**src/rtl/chrl_pkg.sv**
```systemverilog
package chrl_pkg;

    localparam int PointW     = 32;
    localparam int ServerW    = 6;
    localparam int NumSrv     = 64;
    localparam int PickW      = 4;
    localparam int WantW      = 5;
    localparam int PtCountW   = 13;
    localparam int SrvCountW  = 7;
    localparam int CfgAddrW   = 1;
    localparam int CfgDataW   = 13;

    localparam logic [CfgAddrW-1:0] REG_POINT_COUNT  = 1'b0;
    localparam logic [CfgAddrW-1:0] REG_SERVER_COUNT = 1'b1;

    localparam logic MODE_LOAD  = 1'b0;
    localparam logic MODE_QUERY = 1'b1;

    typedef struct packed {
        logic        mode;
        logic [11:0] entry_index;
        logic [31:0] entry_point;
        logic [5:0]  entry_server;
        logic [31:0] key_hash;
        logic [4:0]  want_count;
        logic [63:0] unavailable_mask;
    } in_item_t;

    typedef struct packed {
        logic [5:0] chosen_server;
        logic [3:0] pick_number;
        logic       last;
        logic       status;
    } out_item_t;

endpackage

```
**src/rtl/chrl_queue.sv**
```systemverilog
module chrl_queue
    import chrl_pkg::*;
(
    input  logic     clk,
    input  logic     rst_n,
    input  logic     in_valid,
    output logic     in_ready,
    input  in_item_t in_data,
    output logic     out_valid,
    input  logic     out_ready,
    output in_item_t out_data
);
    // Two-entry queue between the front and the back.
    in_item_t   mem_reg [2];
    logic       wptr_reg;
    logic       rptr_reg;
    logic [1:0] cnt_reg;
    logic       push;
    logic       pop;

    assign in_ready  = (cnt_reg != 2'd2);
    assign out_valid = (cnt_reg != 2'd0);
    assign out_data  = mem_reg[rptr_reg];
    assign push      = in_valid && in_ready;
    assign pop       = out_valid && out_ready;

    always_ff @(posedge clk)
    begin
        if (push)
        begin
            mem_reg[wptr_reg] <= in_data;
        end
    end

    always_ff @(posedge clk or negedge rst_n)
    begin
        if (!rst_n)
        begin
            wptr_reg <= 1'b0;
            rptr_reg <= 1'b0;
            cnt_reg  <= 2'd0;
        end
        else
        begin
            if (push)
            begin
                wptr_reg <= ~wptr_reg;
            end
            if (pop)
            begin
                rptr_reg <= ~rptr_reg;
            end
            cnt_reg <= cnt_reg + {1'b0, push} - {1'b0, pop};
        end
    end
endmodule

```
**config.mk**
```make
export PLATFORM = sky130hd
export DESIGN_NAME = chrl_queue
export DESIGN_NICKNAME = d
export VERILOG_FILES = /design/src/rtl/chrl_pkg.sv /design/src/rtl/chrl_queue.sv
export SDC_FILE = /design/constraint.sdc
export NUM_CORES = 1
export LEC_CHECK = 0
export ABC_AREA = 0
export BUFFER_PORTS_ARGS = -buffer_cell sky130_fd_sc_hd__buf_2
export CAP_MARGIN = 0
export CELL_PAD_IN_SITES_DETAIL_PLACEMENT = 0
export CELL_PAD_IN_SITES_GLOBAL_PLACEMENT = 1
export CORE_MARGIN = 2
export CORE_UTILIZATION = 44
export CTS_CLUSTER_DIAMETER = 120
export CTS_CLUSTER_SIZE = 14
export DETAILED_ROUTE_END_ITERATION = 10
export GPL_TIMING_DRIVEN = 0
export PLACE_DENSITY = 0.75
export SETUP_SLACK_MARGIN = 0.02
export SLEW_MARGIN = 20
export SYNTH_ARGS = -nofsm -noshare
export SYNTH_HDL_FRONTEND = slang
export SYNTH_SLANG_ARGS = --single-unit
```
**constraint.sdc**
```tcl
create_clock -name clk -period 10.77 [get_ports clk]
set_input_delay 0.5385 -clock clk [delete_from_list [all_inputs] [get_ports clk]]
set_output_delay 0.5385 -clock clk [all_outputs]
set_load 0.02 [all_outputs]
```
==> flow_summary.yaml <==
outcome:
  status: "finished, final reports clean"
clocking:
  cts.sinks: 308
  postCtsHoldBufs: 1
  htreeDepth: 1
  clk_latency_ns: 0.52
  clock_path_buffers: 3
  cts_tree: "done"
  cts_resized: 0
  path_clk_slew_ns: 0.07
  cts_root_buffer: "clkbuf_16"
  cts_buffers: 25
  post_cts_buffers: 0
setup_path:
  cp-start-kind: "register"
  crit_arrival_ns: 1.90
  end_kind: "output pin"
  crit_chain: "buf_6 -> buf_6 -> buf_6 -> mux2_4 -> buf_2"
  cp.required_ns: 10.23
  cp_slowest_stage_delay_ns: 0.34
  cp_max_fo: 10
  cp_slowest_cell: "dfrtp_1"
  crit_start: "rptr_reg$_DFFE_PN0P_"
  rr_startpoint: "cnt_reg[1]$_DFF_PN0_"
  path_common_cell: "buf_6"
  crit_type: "register to output pin"
sta:
  setup_viol: 0
  finClkSkew_ns: 0.01299
  worst_slew_pin_slew_ns: 0.6362
  fmax_mhz: 410.8
  period_needed_ns: 2.434
  setup_ws_ns: 8.336
  hold_ws_ns: 0.1930
  setup_tns_ns: 0
  hold_viol_final: 0
  slew_violations: 0
  period_share_pct: 22.60
  rsz0062_at_grt: "false"
  maxSlewHeadroom_pct: 57.59
yosys:
  ys_seq_area_share_pct: 80.66
  synth-seq-cells: 308
  yosys-top-cells-area: "edfxtp_1 (80%), mux2_4 (9.2%), mux2_2 (8.1%)"
  syn_area_um2: 11440
  synth_nets: 648
  ys_types: 16
  netlist_top_cells_count: "edfxtp_1 (304), mux2_2 (82), mux2_4 (70)"
  yosys_most_used_dff: "edfxtp_1"
  synth.most_common_cell: "edfxtp_1"
  synth_area_leader_cell: "edfxtp_1"
  avgSynthCellArea_um2: 23.35
  synth_edf_count: 304
  syn_inst: 490
  yosysWarnings: 0
  yosysTopAreaCellShare_pct: 79.79
  async_flop_share_pct: 1.299
detailed_routing:
  wl_um: 22040
  vias_per_cell: 4.734
  via_count: 5671
  drc: 0
  routedWlPerCell_um: 18.40
  ant_nets: 0
  drt_iter0_markers: 304
  drtPass1Iterations: 4
min_path:
  hold_path.class: "input pin to register"
  hold_start: "in_data[41]"
power_and_ir_drop:
  ir_drop_uv: 166.4
  p_per_area_nw_per_um2: 279.4
  p_leak_nw: 5.566
grt:
  grt_usage_pct: 15.38
  grt_max_degree: 52
  grt_pass1_vias: 5906
  grt-ovfl-total: 0
  grt_pass1_wl_um: 31750
  antenna_found_initial: 8
floorplan:
  placeableCoreArea_um2: 25760
  initial_core_util_pct: 44.41
  die_y_um: 165.3
  num_rows: 59
  die-width_um: 165.3
  dieArea_um2: 27310
  io_pins: 310
flow_run:
  maxCapViolCount: 0
final_layout:
  num-nets-final: 996
  area_growth_pct: 25.98
  fin_util_pct: 55.95
  layout-drive-gt1-share_pct: 60.44
  largest_reg_flops: 304
place:
  pre_cts_ws_ns: 8.424
  port_buffers: 309
  gp_congestion: 0.7036
  dp_hpwl_um: 15580
## final timing paths
kind	end	slack [ns]	cells past startpoint
max	out_data[125]	8.34	5
min	mem_reg[0][41]$_DFFE_PP_	0.19	1
max reg2reg	mem_reg[0][93]$_DFFE_PP_	8.53	7
min reg2reg	cnt_reg[0]$_DFF_PN0_	0.54	1
max in group asynchronous	rptr_reg$_DFFE_PN0P_	10.28	2
min in group asynchronous	cnt_reg[0]$_DFF_PN0_	0.36	2
## through the flow
| step | std cells | cell area [µm²] | power (mW) |
|---|---|---|---|
| finish | 1198 | 14410 | 4.027 |
| global route | 1194 | 14400 | 4.231 |
| CTS | 1192 | 14400 | 4.091 |
| detailed placement | 1145 | 13680 | 3.258 |
| global placement | 1134 | 13410 | 3.265 |
| floorplan | 490 | 11440 | 2.789 |
## worst max-delay path: cells and delay by family, from the launching register on
| kind | cells | cell delay (ns) |
|---|---|---|
| buffers and inverters | 4 | 0.72 |
| flip-flops | 1 | 0.34 |
| multiplexers | 1 | 0.32 |
## cells in the final DEF, fill, tap and decap left out, types with 2 or more instances in the layout
cell type and n:
diode_2 6, xnor2_1 3, buf_16 6, dfrtp_1 4, edfxtp_1 304, mux2_4 70
buf_12 4, clkbuf_16 25, ha_1 2, buf_2 317, mux2_2 82, buf_6 9
clkbuf_1 20
## metal layers
layer	routed length, µm	up-vias	global-route usage (%)	share of wire, %
met5	24	-	0	0.11
met4	745	4	6.008	3.4
met3	2106	50	5.070	9.6
met2	10670	228	26.14	48
met1	8498	2738	18.16	39
li1	-	2651	-	-
## cell families (layout without fill, tap and decap cells)
logic type               after synthesis  count (layout)  share of synthesized area [%]
buffers and inverters                 18             385                          1.269
flip-flops                           308             308                          80.66
multiplexers                         152             152                          17.26
other                                  0               6                              0
AND/OR/NAND/NOR                        6               6                         0.2844
adder cells (fa/ha/maj)                2               2                         0.2187
XOR/XNOR                               4               4                         0.3063
## report_power, final
group / total [mW] / switching (mW) / internal, mW
clock: 0.823 / 0.385 / 0.438
sequential: 1.69 / 0.0567 / 1.63
combinational: 1.51 / 0.864 / 0.650
## area by class of cell
class	instances	area [µm²]
Fill cell	2024	11350
Sequential cell	308	9229
Multi-Input combinational cell	164	2079
Timing Repair Buffer	321	1817
Clock buffer	45	700.7
Tap cell	335	419.2
Buffer	17	141.4
Antenna cell	6	15.01
Clock inverter	1	8.758
Inverter	1	3.754
Note: power is estimated with default switching activity, not from simulation.
